$ cat config.mk
export PLATFORM = sky130hd
export DESIGN_NAME = circular_queue_with_listing
export DESIGN_NICKNAME = d
export VERILOG_FILES = /design/src/hw/rtl/cqwl_pkg.sv /design/src/hw/rtl/cqwl_ctrl.sv /design/src/hw/rtl/cqwl_dp.sv /design/src/hw/rtl/circular_queue_with_listing.sv
export VERILOG_INCLUDE_DIRS = /design/src /design/src/hw/rtl
export SDC_FILE = /design/constraint.sdc
export NUM_CORES = 1
export LEC_CHECK = 0
export BUFFER_PORTS_ARGS = -buffer_cell sky130_fd_sc_hd__buf_2
export CORE_ASPECT_RATIO = 0.75
export CORE_MARGIN = 5
export CORE_UTILIZATION = 50
export CTS_CLUSTER_SIZE = 25
export DETAILED_ROUTE_END_ITERATION = 10
export PLACE_DENSITY = 0.7
export SYNTH_ARGS = -nofsm -noshare
export SYNTH_HDL_FRONTEND = slang
export SYNTH_SLANG_ARGS = --single-unit
$ cat constraint.sdc
create_clock -name aclk -period 13.1 [get_ports aclk]
set_input_delay 1.965 -clock aclk [delete_from_list [all_inputs] [get_ports aclk]]
set_output_delay 1.965 -clock aclk [all_outputs]
set_load 0.02 [all_outputs]
$ cat src/hw/rtl/assert_macros.svh
// Assertion macros for the top level, circular_queue_with_listing, which checks its own logic.
// Depends on nothing; the including module supplies aclk and aresetn.
`ifndef ASSERT_MACROS_SVH
`define ASSERT_MACROS_SVH

// Clocked check, switched off while reset is held
`define CQ_ASSERT(label, prop, msg) \
    label: assert property (@(posedge aclk) disable iff (!aresetn) (prop)) else $error(msg);

// Clocked check that also holds during reset
`define CQ_ASSERT_ALWAYS(label, prop, msg) \
    label: assert property (@(posedge aclk) (prop)) else $error(msg);

`endif

$ cat src/hw/rtl/cqwl_pkg.sv
// Types and constants of the circular queue with listing.
// Used by cqwl_ctrl, cqwl_dp and circular_queue_with_listing.
package cqwl_pkg;

    localparam int DATA_W = 32;
    localparam int OP_W   = 2;
    localparam int ST_W   = 2;

    // Input item opcodes
    typedef enum logic [OP_W-1:0] {
        OP_INSERT = 2'd0,
        OP_DELETE = 2'd1,
        OP_LIST   = 2'd2
    } op_t;

    // Result status codes
    typedef enum logic [ST_W-1:0] {
        ST_OK       = 2'd0,
        ST_OVERFLOW = 2'd1,
        ST_EMPTY    = 2'd2
    } st_t;

    // Source of the next result item
    typedef enum logic [1:0] {
        OUT_WORD  = 2'd0,
        OUT_FULL  = 2'd1,
        OUT_EMPTY = 2'd2,
        OUT_MEM   = 2'd3
    } out_sel_t;

    // Commands from controller to datapath
    typedef struct packed {
        logic     wr_en;       // store input word at tail
        logic     pop;         // read at head, advance head
        logic     list_start;  // read at head, start walk
        logic     list_next;   // read at walk index, advance walk
        logic     out_load;    // load output register
        out_sel_t out_sel;
    } cmd_t;

    // Status from datapath to controller
    typedef struct packed {
        logic full;
        logic empty;
        logic out_last;
    } sts_t;

endpackage

$ cat src/hw/rtl/cqwl_ctrl.sv
// Controller state machine of the circular queue with listing.
// Depends on cqwl_pkg; drives cqwl_dp through cmd_t and reads sts_t.
module cqwl_ctrl (
    input  logic                         aclk,
    input  logic                         aresetn,
    input  logic                         s_tvalid,
    output logic                         s_tready,
    input  logic [cqwl_pkg::OP_W-1:0]    s_tuser,
    input  logic                         m_tready,
    input  cqwl_pkg::sts_t               sts,
    output cqwl_pkg::cmd_t               cmd
);

    typedef enum logic [3:0] {
        S_IDLE     = 4'b0001,
        S_DEL_LOAD = 4'b0010,
        S_LST_LOAD = 4'b0100,
        S_SEND     = 4'b1000
    } state_t;

    state_t state_reg;
    state_t state_next;

    // Take a new item only when nothing is in flight
    assign s_tready = (state_reg == S_IDLE);

    always_comb begin
        state_next  = state_reg;
        cmd         = '0;
        cmd.out_sel = cqwl_pkg::OUT_WORD;
        case (state_reg)
            S_IDLE: begin
                if (s_tvalid) begin
                    case (s_tuser)
                        cqwl_pkg::OP_INSERT: begin
                            cmd.out_load = 1'b1;
                            if (sts.full) begin
                                cmd.out_sel = cqwl_pkg::OUT_FULL;
                            end else begin
                                cmd.wr_en   = 1'b1;
                                cmd.out_sel = cqwl_pkg::OUT_WORD;
                            end
                            state_next = S_SEND;
                        end
                        cqwl_pkg::OP_DELETE: begin
                            if (sts.empty) begin
                                cmd.out_load = 1'b1;
                                cmd.out_sel  = cqwl_pkg::OUT_EMPTY;
                                state_next   = S_SEND;
                            end else begin
                                cmd.pop    = 1'b1;
                                state_next = S_DEL_LOAD;
                            end
                        end
                        cqwl_pkg::OP_LIST: begin
                            if (sts.empty) begin
                                cmd.out_load = 1'b1;
                                cmd.out_sel  = cqwl_pkg::OUT_EMPTY;
                                state_next   = S_SEND;
                            end else begin
                                cmd.list_start = 1'b1;
                                state_next     = S_LST_LOAD;
                            end
                        end
                        default: begin
                            // drop unused opcodes
                            state_next = S_IDLE;
                        end
                    endcase
                end
            end
            S_DEL_LOAD, S_LST_LOAD: begin
                // capture the word read last cycle
                cmd.out_load = 1'b1;
                cmd.out_sel  = cqwl_pkg::OUT_MEM;
                state_next   = S_SEND;
            end
            S_SEND: begin
                if (m_tready) begin
                    if (sts.out_last) begin
                        state_next = S_IDLE;
                    end else begin
                        cmd.list_next = 1'b1;
                        state_next    = S_LST_LOAD;
                    end
                end
            end
            default: begin
                state_next = S_IDLE;
            end
        endcase
    end

    always_ff @(posedge aclk) begin
        if (!aresetn) begin
            state_reg <= S_IDLE;
        end else begin
            state_reg <= state_next;
        end
    end

endmodule

$ cat src/hw/rtl/cqwl_dp.sv
// Datapath of the circular queue with listing: entry memory, pointers,
// count, listing walk and output register. Depends on cqwl_pkg.
module cqwl_dp #(
    parameter int DEPTH = 8
) (
    input  logic                          aclk,
    input  logic                          aresetn,
    input  cqwl_pkg::cmd_t                cmd,
    output cqwl_pkg::sts_t                sts,
    input  logic [cqwl_pkg::DATA_W-1:0]   s_tdata,
    input  logic                          m_tready,
    output logic                          m_tvalid,
    output logic [cqwl_pkg::DATA_W-1:0]   m_tdata,
    output logic [cqwl_pkg::ST_W-1:0]     m_tuser,
    output logic                          m_tlast
);

    localparam int IDX_W = (DEPTH > 1) ? $clog2(DEPTH) : 1;
    localparam int CNT_W = $clog2(DEPTH + 1);

    logic signed [cqwl_pkg::DATA_W-1:0] entry_mem [DEPTH];

    logic [IDX_W-1:0] head_reg,      head_next;
    logic [IDX_W-1:0] tail_reg,      tail_next;
    logic [CNT_W-1:0] count_reg,     count_next;
    logic [IDX_W-1:0] list_idx_reg,  list_idx_next;
    logic [CNT_W-1:0] list_left_reg, list_left_next;

    logic signed [cqwl_pkg::DATA_W-1:0] rd_data_reg;
    logic [IDX_W-1:0]                   rd_addr;
    logic                               rd_en;

    logic                               out_valid_reg, out_valid_next;
    logic signed [cqwl_pkg::DATA_W-1:0] out_data_reg,  out_data_next;
    logic [cqwl_pkg::ST_W-1:0]          out_status_reg, out_status_next;
    logic                               out_last_reg,  out_last_next;

    // Step an index with wrap at the last slot
    function automatic logic [IDX_W-1:0] adv(input logic [IDX_W-1:0] idx);
        logic [IDX_W-1:0] nxt;
        if (idx == IDX_W'(DEPTH - 1)) begin
            nxt = '0;
        end else begin
            nxt = idx + 1'b1;
        end
        return nxt;
    endfunction

    // Status toward the controller
    assign sts.full     = (count_reg == CNT_W'(DEPTH));
    assign sts.empty    = (count_reg == '0);
    assign sts.out_last = out_last_reg;

    // Write port: store inserted words at the tail
    always_ff @(posedge aclk) begin
        if (cmd.wr_en) begin
            entry_mem[tail_reg] <= s_tdata;
        end
    end

    // Read port: head for delete and walk start, walk index after that
    assign rd_en   = cmd.pop | cmd.list_start | cmd.list_next;
    assign rd_addr = cmd.list_next ? list_idx_reg : head_reg;

    always_ff @(posedge aclk) begin
        if (rd_en) begin
            rd_data_reg <= entry_mem[rd_addr];
        end
    end

    // Advance pointers, count and walk
    always_comb begin
        head_next      = head_reg;
        tail_next      = tail_reg;
        count_next     = count_reg;
        list_idx_next  = list_idx_reg;
        list_left_next = list_left_reg;
        if (cmd.wr_en) begin
            tail_next  = adv(tail_reg);
            count_next = count_reg + 1'b1;
        end
        if (cmd.pop) begin
            head_next  = adv(head_reg);
            count_next = count_reg - 1'b1;
        end
        if (cmd.list_start) begin
            list_idx_next  = adv(head_reg);
            list_left_next = count_reg - 1'b1;
        end
        if (cmd.list_next) begin
            list_idx_next  = adv(list_idx_reg);
            list_left_next = list_left_reg - 1'b1;
        end
    end

    // Output register: load a result, drop it once taken
    always_comb begin
        out_valid_next  = out_valid_reg;
        out_data_next   = out_data_reg;
        out_status_next = out_status_reg;
        out_last_next   = out_last_reg;
        if (out_valid_reg && m_tready) begin
            out_valid_next = 1'b0;
        end
        if (cmd.out_load) begin
            out_valid_next = 1'b1;
            case (cmd.out_sel)
                cqwl_pkg::OUT_WORD: begin
                    out_data_next   = s_tdata;
                    out_status_next = cqwl_pkg::ST_OK;
                    out_last_next   = 1'b1;
                end
                cqwl_pkg::OUT_FULL: begin
                    out_data_next   = '0;
                    out_status_next = cqwl_pkg::ST_OVERFLOW;
                    out_last_next   = 1'b1;
                end
                cqwl_pkg::OUT_EMPTY: begin
                    out_data_next   = '0;
                    out_status_next = cqwl_pkg::ST_EMPTY;
                    out_last_next   = 1'b1;
                end
                cqwl_pkg::OUT_MEM: begin
                    // the walk count is zero outside a listing
                    out_data_next   = rd_data_reg;
                    out_status_next = cqwl_pkg::ST_OK;
                    out_last_next   = (list_left_reg == '0);
                end
                default: begin
                    out_data_next   = '0;
                    out_status_next = cqwl_pkg::ST_OK;
                    out_last_next   = 1'b1;
                end
            endcase
        end
    end

    always_ff @(posedge aclk) begin
        if (!aresetn) begin
            head_reg      <= '0;
            tail_reg      <= '0;
            count_reg     <= '0;
            list_idx_reg  <= '0;
            list_left_reg <= '0;
            out_valid_reg <= 1'b0;
            out_last_reg  <= 1'b1;
        end else begin
            head_reg      <= head_next;
            tail_reg      <= tail_next;
            count_reg     <= count_next;
            list_idx_reg  <= list_idx_next;
            list_left_reg <= list_left_next;
            out_valid_reg <= out_valid_next;
            out_last_reg  <= out_last_next;
        end
    end

    always_ff @(posedge aclk) begin
        out_data_reg   <= out_data_next;
        out_status_reg <= out_status_next;
    end

    assign m_tvalid = out_valid_reg;
    assign m_tdata  = out_data_reg;
    assign m_tuser  = out_status_reg;
    assign m_tlast  = out_last_reg;

endmodule

$ cat src/hw/rtl/circular_queue_with_listing.sv
// Channel  Dir  Signals                      Contents
// s_       in   tvalid tready tdata tuser    data_in, opcode
// m_       out  tvalid tready tdata tuser    data_out, status, last (tlast)
//
// Insert loads its result as the item is taken; delete passes through S_DEL_LOAD
// and a listing of N entries through S_LST_LOAD for each entry, as reads are registered.
// An empty or full case gives a single result, shown in the cycle after the item is taken.
// Reset is synchronous on aresetn low and empties the queue; no clearing pass.
// A stall on m_tready holds the result and the block takes no new item.
//
// Top level of the circular queue with listing. Depends on cqwl_pkg,
// cqwl_ctrl, cqwl_dp and assert_macros.svh.
`include "assert_macros.svh"

module circular_queue_with_listing #(
    parameter int DEPTH = 8
) (
    input  logic                          aclk,
    input  logic                          aresetn,
    input  logic                          s_tvalid,
    output logic                          s_tready,
    input  logic [cqwl_pkg::DATA_W-1:0]   s_tdata,   // [31:0] data_in (signed)
    input  logic [cqwl_pkg::OP_W-1:0]     s_tuser,   // [1:0] opcode
    output logic                          m_tvalid,
    input  logic                          m_tready,
    output logic [cqwl_pkg::DATA_W-1:0]   m_tdata,   // [31:0] data_out (signed)
    output logic [cqwl_pkg::ST_W-1:0]     m_tuser,   // [1:0] status
    output logic                          m_tlast
);

    cqwl_pkg::cmd_t cmd;
    cqwl_pkg::sts_t sts;

    cqwl_ctrl u_ctrl (
        .aclk     (aclk),
        .aresetn  (aresetn),
        .s_tvalid (s_tvalid),
        .s_tready (s_tready),
        .s_tuser  (s_tuser),
        .m_tready (m_tready),
        .sts      (sts),
        .cmd      (cmd)
    );

    cqwl_dp #(
        .DEPTH (DEPTH)
    ) u_dp (
        .aclk     (aclk),
        .aresetn  (aresetn),
        .cmd      (cmd),
        .sts      (sts),
        .s_tdata  (s_tdata),
        .m_tready (m_tready),
        .m_tvalid (m_tvalid),
        .m_tdata  (m_tdata),
        .m_tuser  (m_tuser),
        .m_tlast  (m_tlast)
    );

    // No new item while a result is still pending
    `CQ_ASSERT(a_no_accept_pending, (s_tvalid && s_tready) |-> !m_tvalid, "accept while busy")
    // Never store into a full queue
    `CQ_ASSERT(a_no_write_full, cmd.wr_en |-> !sts.full, "write into full queue")
    // Never read from an empty queue
    `CQ_ASSERT(a_no_read_empty, (cmd.pop || cmd.list_start) |-> !sts.empty, "empty read")
    // Final result taken frees the input side
    `CQ_ASSERT(a_last_frees, (m_tvalid && m_tready && m_tlast) |=> s_tready, "stuck after last")

endmodule
=== Word-level counts from Yosys, hierarchy flattened ===
Memories as Yosys holds them, arrays and structs flattened. A register that Yosys moved wholly into a read port is not among the register bits.
Index checks and enable logic that the tools add are counted.

* $add $sub $neg: 6
* Eq/ne operators: 15
* Mux-type cells: 39
* Bitwise operators: 2
* Reduce and logical (&&, ||, !) cells: 14

{| class="wikitable"
|+ Operators by type and width
! kind !! number
|-
| 32-bit case mux with 3 select lines || 1
|-
| 3-bit 2-to-1 mux || 11
|-
| 4-bit 2-to-1 mux || 8
|-
| 4-bit case mux with 3 select lines || 2
|-
| 1-bit 2-to-1 mux || 13
|-
| 3-bit case mux with 2 select lines || 2
|-
| 3-bit by 1-bit adder with 3-bit output, second input constant || 3
|-
| 3-bit equality test, second input constant || 3
|-
| 4-bit equality test, second input constant || 2
|-
| 4-bit logical NOT || 2
|-
| 2-bit OR reduction || 4
|-
| 4-bit by 1-bit subtractor with 4-bit output, second input constant || 2
|-
| 2-bit equality test, second input constant || 3
|-
| 2-bit case mux with 3 select lines || 1
|-
| 2-bit nonzero test || 3
|-
| 4-bit by 1-bit adder with 4-bit output, second input constant || 1
|-
| 2-bit by 1-bit equality test with 1-bit output, second input constant || 2
|-
| 4-bit by 1-bit equality test with 1-bit output, second input constant || 1
|-
| 4-bit by 2-bit equality test with 1-bit output, second input constant || 1
|-
| 4-bit by 3-bit equality test with 1-bit output, second input constant || 1
|-
| 2-bit logical NOT || 2
|-
| 2-bit != test, second input constant || 2
|-
| 3-bit OR reduction || 1
|-
| 1-bit OR || 2
|-
| 3 further kinds || 3
|}

* Register bits after elaboration: 57
* RAM bits: 256
* Bits of input ports: 38
* Output and inout port bits: 37
* Memories kept: 1

{| class="wikitable"
|+ Memories
! name !! words !! width !! read ports !! clocked after memory_dff !! write ports !! RTL line !! text
|-
| u_dp.entry_mem || 8 || 32 || 1 || 1 || 1 || cqwl_dp.sv:21 || <nowiki>logic signed [cqwl_pkg::DATA_W-1:0] entry_mem [DEPTH];</nowiki>
|}

=== Depth between registers and ports, before layout ===
* Depth after elaboration: 8
* Gate-level depth with buffers: 9
* Gate-level depth less buffers: 7

=== Modules after synthesis ===
Synthesis repeated with hierarchy kept, for this count alone.

* Cell total of the unflattened synthesis: 1018
* Area, all modules: 14481.4 sq um

{| class="wikitable"
|+ By module, submodules not included
! module !! instances !! cells an instance !! area each (sq um) !! sequential area each (sq um)
|-
| cqwl_dp || 1 || 970 || 14088.5 || 10049.6
|-
| cqwl_ctrl || 1 || 48 || 392.9 || 80.1
|}

=== Least setup slack after synthesis ===
OpenSTA, ideal clock, no wires.

* Path kind: input to register
* Start: in s_tuser[0] in the netlist's numbering
* End: mem u_dp.entry_mem[0][0] in the netlist's numbering, enable pin
* Setup time: 501 ps
* Arrival: 5929 ps
* Data required time: 12599 ps
* Setup slack: 6669 ps
* Stages: 6
* Buffers on the path: 1
* Path through: inv_1 ha_1 nand2_1 or3_1 clkbuf_1 nor4_1

* Word-level cells in the longest chain between the ends: 6

{| class="wikitable"
|+ RTL lines
! what !! RTL line !! text
|-
| from (decl) || circular_queue_with_listing.sv:23 || <nowiki>input logic [cqwl_pkg::OP_W-1:0] s_tuser,</nowiki>
|-
| 2-bit logical NOT || cqwl_ctrl.sv:34 || <nowiki>case (s_tuser)</nowiki>
|-
| 1-bit 2-to-1 mux || cqwl_ctrl.sv:34 ||
|-
| 3-bit 2-to-1 mux || cqwl_ctrl.sv:33 || <nowiki>if (s_tvalid) begin</nowiki>
|-
| 3-bit 2-to-1 mux || cqwl_ctrl.sv:31 || <nowiki>case (state_reg)</nowiki>
|-
| 1-bit 2-to-1 mux || cqwl_dp.sv:56 || <nowiki>if (cmd.wr_en) begin</nowiki>
|-
| 1-bit 2-to-1 mux (not written as such) || cqwl_dp.sv:57 || <nowiki>entry_mem[tail_reg] <= s_tdata;</nowiki>
|-
| to (decl) || cqwl_dp.sv:21 ||
|}

Every way passes these cells.

=== Worst setup path in the final report ===
* Start: in m_tready
* End: reg u_dp.rd_data_reg[5] in the netlist's numbering (read register of u_dp.entry_mem) (data pin)

* Word-level cells in the longest chain between the ends: 3
* Elaborated cells between the ends (all ways): 4
* Those cells by class: mux (3); bitwise (1)

{| class="wikitable"
|+ RTL lines
! what !! RTL line !! text
|-
| from (decl) || circular_queue_with_listing.sv:25 || <nowiki>input logic m_tready,</nowiki>
|-
| 1-bit 2-to-1 mux (*) || cqwl_ctrl.sv:79 || <nowiki>if (m_tready) begin</nowiki>
|-
| 1-bit 2-to-1 mux (*) || cqwl_ctrl.sv:31 ||
|-
| 3-bit 2-to-1 mux / 1-bit OR (equally long branches) || cqwl_dp.sv:63, cqwl_dp.sv:62 ||
|-
| to (decl) || cqwl_dp.sv:29 || <nowiki>logic signed [cqwl_pkg::DATA_W-1:0] rd_data_reg;</nowiki>
|}

Every way passes the cells marked *; elsewhere a longest branch is shown, timed or not.
A chain may end at the register's enable or synchronous reset.

==> Implementation_results.wiki <==
{| class="wikitable"
! Metric !! Value
|-
| Result of the run || finished clean
|-
| Post-synth top cells || sky130_fd_sc_hd__edfxtp_1, sky130_fd_sc_hd__clkbuf_1, sky130_fd_sc_hd__and3_1, sky130_fd_sc_hd__nand2b_1, sky130_fd_sc_hd__a2111oi_0
|-
| Largest net degree at the start of global routing || 98
|-
| Power density over cell area || 138 nW/um^2
|-
| Count of buffering cells on the critical path with inverters included || 3
|-
| Number of primary I/O pins || 75
|-
| Floorplan die area || 33300 um^2
|-
| Critical path launch point type || input pin
|-
| Number of clock sinks || 345
|-
| Overall die height || 159 um
|-
| Clk buf depth || 3
|-
| Via count of the first global-routing pass || 9487
|-
| Cell taking the most area after synthesis || sky130_fd_sc_hd__edfxtp_1
|-
| Peak supply drop || between 70 and 80 uV
|-
| CTS clk-pin slew, worst paths || roughly 60 ps
|-
| Period minus WS final || 4590 ps
|-
| Final worst-path setup slack || 8510 ps
|-
| Post-route clock period utilization || 0.350
|-
| Global router's overall resource usage || 0.210
|-
| Hold Crit Class || flop to flop
|-
| H-tree levels || 2
|-
| Avg Inst Size Synth || about 14 um^2
|-
| Top cells by area in the synthesized netlist || sky130_fd_sc_hd__edfxtp_1, sky130_fd_sc_hd__a2111oi_0, sky130_fd_sc_hd__dfxtp_1
|-
| Final hold violation count || 0
|-
| Worst Hold End || u_dp.list_idx_reg[1]
|-
| Initial standard-cell utilization of the core || 0.510
|-
| Most common cell in the netlist || sky130_fd_sc_hd__edfxtp_1
|-
| Delay of the slowest cell on the worst path || 710 ps
|-
| Number of buffers added on ports || 74
|-
| Number of antenna violations at the first check in global routing || 0
|-
| Width of the die || 209 um
|-
| Critical path's slowest cell || sky130_fd_sc_hd__buf_4
|-
| Final ANT Viol Nets || 0
|-
| Number of vias per cell || 6.35
|-
| Worst Path Max Fanout || 97
|-
| Number of warning messages in the yosys log || 0
|-
| Family of cells with the greatest summed delay on the critical path || buffers and inverters
|-
| First-pass iteration count of the detailed router || 5
|-
| Area after DPL || 15600 um^2
|-
| Worst Reg2Reg Path Length in Cells || 7
|-
| Detailed placer's ending HPWL || 19000 um
|-
| Clock tree from TritonCTS || built
|-
| Via count || slightly below 10000
|-
| CTS Root Cell || sky130_fd_sc_hd__clkbuf_16
|-
| Nature of the critical path endpoint || flop
|-
| LEAKAGE || 0.00559 uW
|-
| Global-route wire length before repair || 55400 um
|-
| Sequence of cells on the critical path || buf_2 -> nand2b_1 -> buf_4 -> o21ai_4 -> buf_4 -> nand2_4 -> a2111oi_0 -> nor3_1
|-
| Path type of the worst setup path || input pin to flop
|-
| Number of endpoints failing setup at the final stage || 0
|-
| Worst Skew || ~25 ps
|-
| Mapped Area || about 15000 um^2
|-
| Share of synthesized area occupied by flip-flops and latches || 0.681
|-
| Critical Path AT || 4840 ps
|-
| Postcts setup bufs || 0
|-
| Final setup TNS || 0 ps
|-
| Post-CTS sizing || 0
|-
| Number of cells after detailed placement || 1486
|-
| Cells after synthesis || approximately 1100
|-
| Flip-flop count of the largest register after layout || roughly 260
|-
| Max-cap violation count || 0
|-
| Synthesized flop and latch total || 345
|-
| Most numerous cell on the critical path || sky130_fd_sc_hd__buf_4
|-
| Net count reported at finish || ~1200
|-
| DR iter-0 viols || 999
|-
| Number of max-slew violations in the final report || 0
|-
| Proportion of layout cells with a drive suffix above 1 || 0.150
|-
| Clock latency on the worst-skew pair || 520 ps
|-
| Count of cell types in the netlist || 54
|-
| Final cell area excluding filler cells || ~17000 um^2
|-
| Core Area || 29200 um^2
|-
| Non-filler instance count after layout || ~1500
|-
| Net count after synthesis || 1142
|-
| Worst setup timing slack at the placement stage || 7970 ps
|-
| Endpoint of the most critical register-to-register path || u_dp.rd_data_reg[5]
|-
| Total number of placement rows || between 50 and 60
|-
| Register-to-Register Setup Slack || 9230 ps
|-
| Share of synthesized registers carrying an async set or reset || 0
|-
| Total clock buffers created by CTS || 34
|-
| Worst Max-Slew Pin Slew || between 1000 and 1500 ps
|-
| RR Startpoint || u_ctrl.state_reg[0]
|-
| WL final || 36100 um
|-
| Yosys top cell area share || 0.650
|-
| Hold path depth || 2
|-
| Post-synth EDFFs || 322
|-
| Max transition margin || 0.229
|-
| Most used flip-flop cell after synthesis || sky130_fd_sc_hd__edfxtp_1
|-
| Final-layout fill cell count || 2313
|-
| Placer Congestion || 0.748
|-
| Total Power Consumption || 2310 uW
|-
| Grt ovf || 0
|-
| Number of antenna cells inserted || 0
|-
| RSZ-0062 raised after global routing || false
|-
| Required time of the critical path || 13350 ps
|-
| Post-cts hold buffer count || 0
|-
| Area delta synth->final || 12.3%
|-
| Beginning of the worst hold path || u_dp.list_idx_reg[1]
|-
| Mean routed wirelength per cell || between 20 and 25 um
|-
| Final routed DRC violation total || 0
|-
| Maximum clock frequency || 0.218 GHz
|}
## through the flow
stage / utilization / hold slack [ps]
finish: 0.572 / 494
global route: 0.572 / 536
CTS: 0.572 / 491
detailed placement: 0.536 / 482
global placement: 0.536 / 474
floorplan: - / 456
## worst register-to-register path: cells and delay by family, from the launching register on
kind            cells  cell delay [ps]
simple gates        3             1290
buf+inv             2             1020
compound gates      2              910
flops               1              370
## layer usage
metal  wire, um  track usage
met5          0            0
met2      16800        0.332
met1      15500        0.298
met3       3180       0.0479
met4        693       0.0516
## worst max path at each step
| stage | from | endpoint | cells past startpoint |
|---|---|---|---|
| 6_report | m_tready | u_dp.rd_data_reg[5] | 8 |
| 5_1_grt | m_tready | u_dp.rd_data_reg[10] | 8 |
| 4_1_cts | m_tready | u_dp.rd_data_reg[13] | 8 |
| 3_5_place_dp | m_tready | u_dp.rd_data_reg[5] | 8 |
| 3_3_place_gp | m_tready | u_dp.rd_data_reg[19] | 8 |
| 2_1_floorplan | s_tuser[0] | u_dp.entry_mem[0][0] | 6 |
## report_power, final
| part | internal, uW | leakage [uW] | switching, uW | total (uW) |
|---|---|---|---|---|
| Sequential | 1230 | 0.00310 | 8.39 | 1230 |
| Clock | 550 | 0.000527 | 406 | 956 |
| Combinational | 38.9 | 0.00196 | 77.7 | 117 |
| Total | 1820 | 0.00559 | 492 | 2310 |
## cells by family (layout without fill, tap and decap cells)
group           count (synthesis)  after routing  share of synthesized area
simple gates                  317            317                      0.118
mux                             4              4                    0.00269
flops                         345            345                      0.681
fa+ha+maj                      14             14                     0.0118
buf+inv                       105            167                     0.0293
xor+xnor                        5              5                    0.00294
compound gates                300            300                      0.154
## cells in the final DEF, fill, tap and decap left out, types with 21 or more instances in the layout
master                      count
sky130_fd_sc_hd__nand3_1       37
sky130_fd_sc_hd__nand2b_1      68
sky130_fd_sc_hd__buf_2         74
sky130_fd_sc_hd__dfxtp_1       21
sky130_fd_sc_hd__a21oi_1       40
sky130_fd_sc_hd__a311oi_1      32
sky130_fd_sc_hd__clkbuf_16     35
sky130_fd_sc_hd__a211oi_1      32
sky130_fd_sc_hd__nand2_1       54
sky130_fd_sc_hd__a22o_1        32
sky130_fd_sc_hd__and3_1        68
sky130_fd_sc_hd__buf_4         26
sky130_fd_sc_hd__a32o_1        32
sky130_fd_sc_hd__edfxtp_1     322
sky130_fd_sc_hd__o21ai_0       43
sky130_fd_sc_hd__a2111oi_0     64
sky130_fd_sc_hd__nor3_1        39
## cell type report
type	instances	area (um^2)	share of cell area
clock inverters	15	155	0.00929
flip-flops and latches	345	10100	0.606
inverters	9	33.8	0.00202
repair buffers	100	566	0.0338
multi-input cells	640	4430	0.265
well taps	392	490	0.0294
clock buffers	43	906	0.0542
Note: power is estimated with default switching activity, not from simulation.
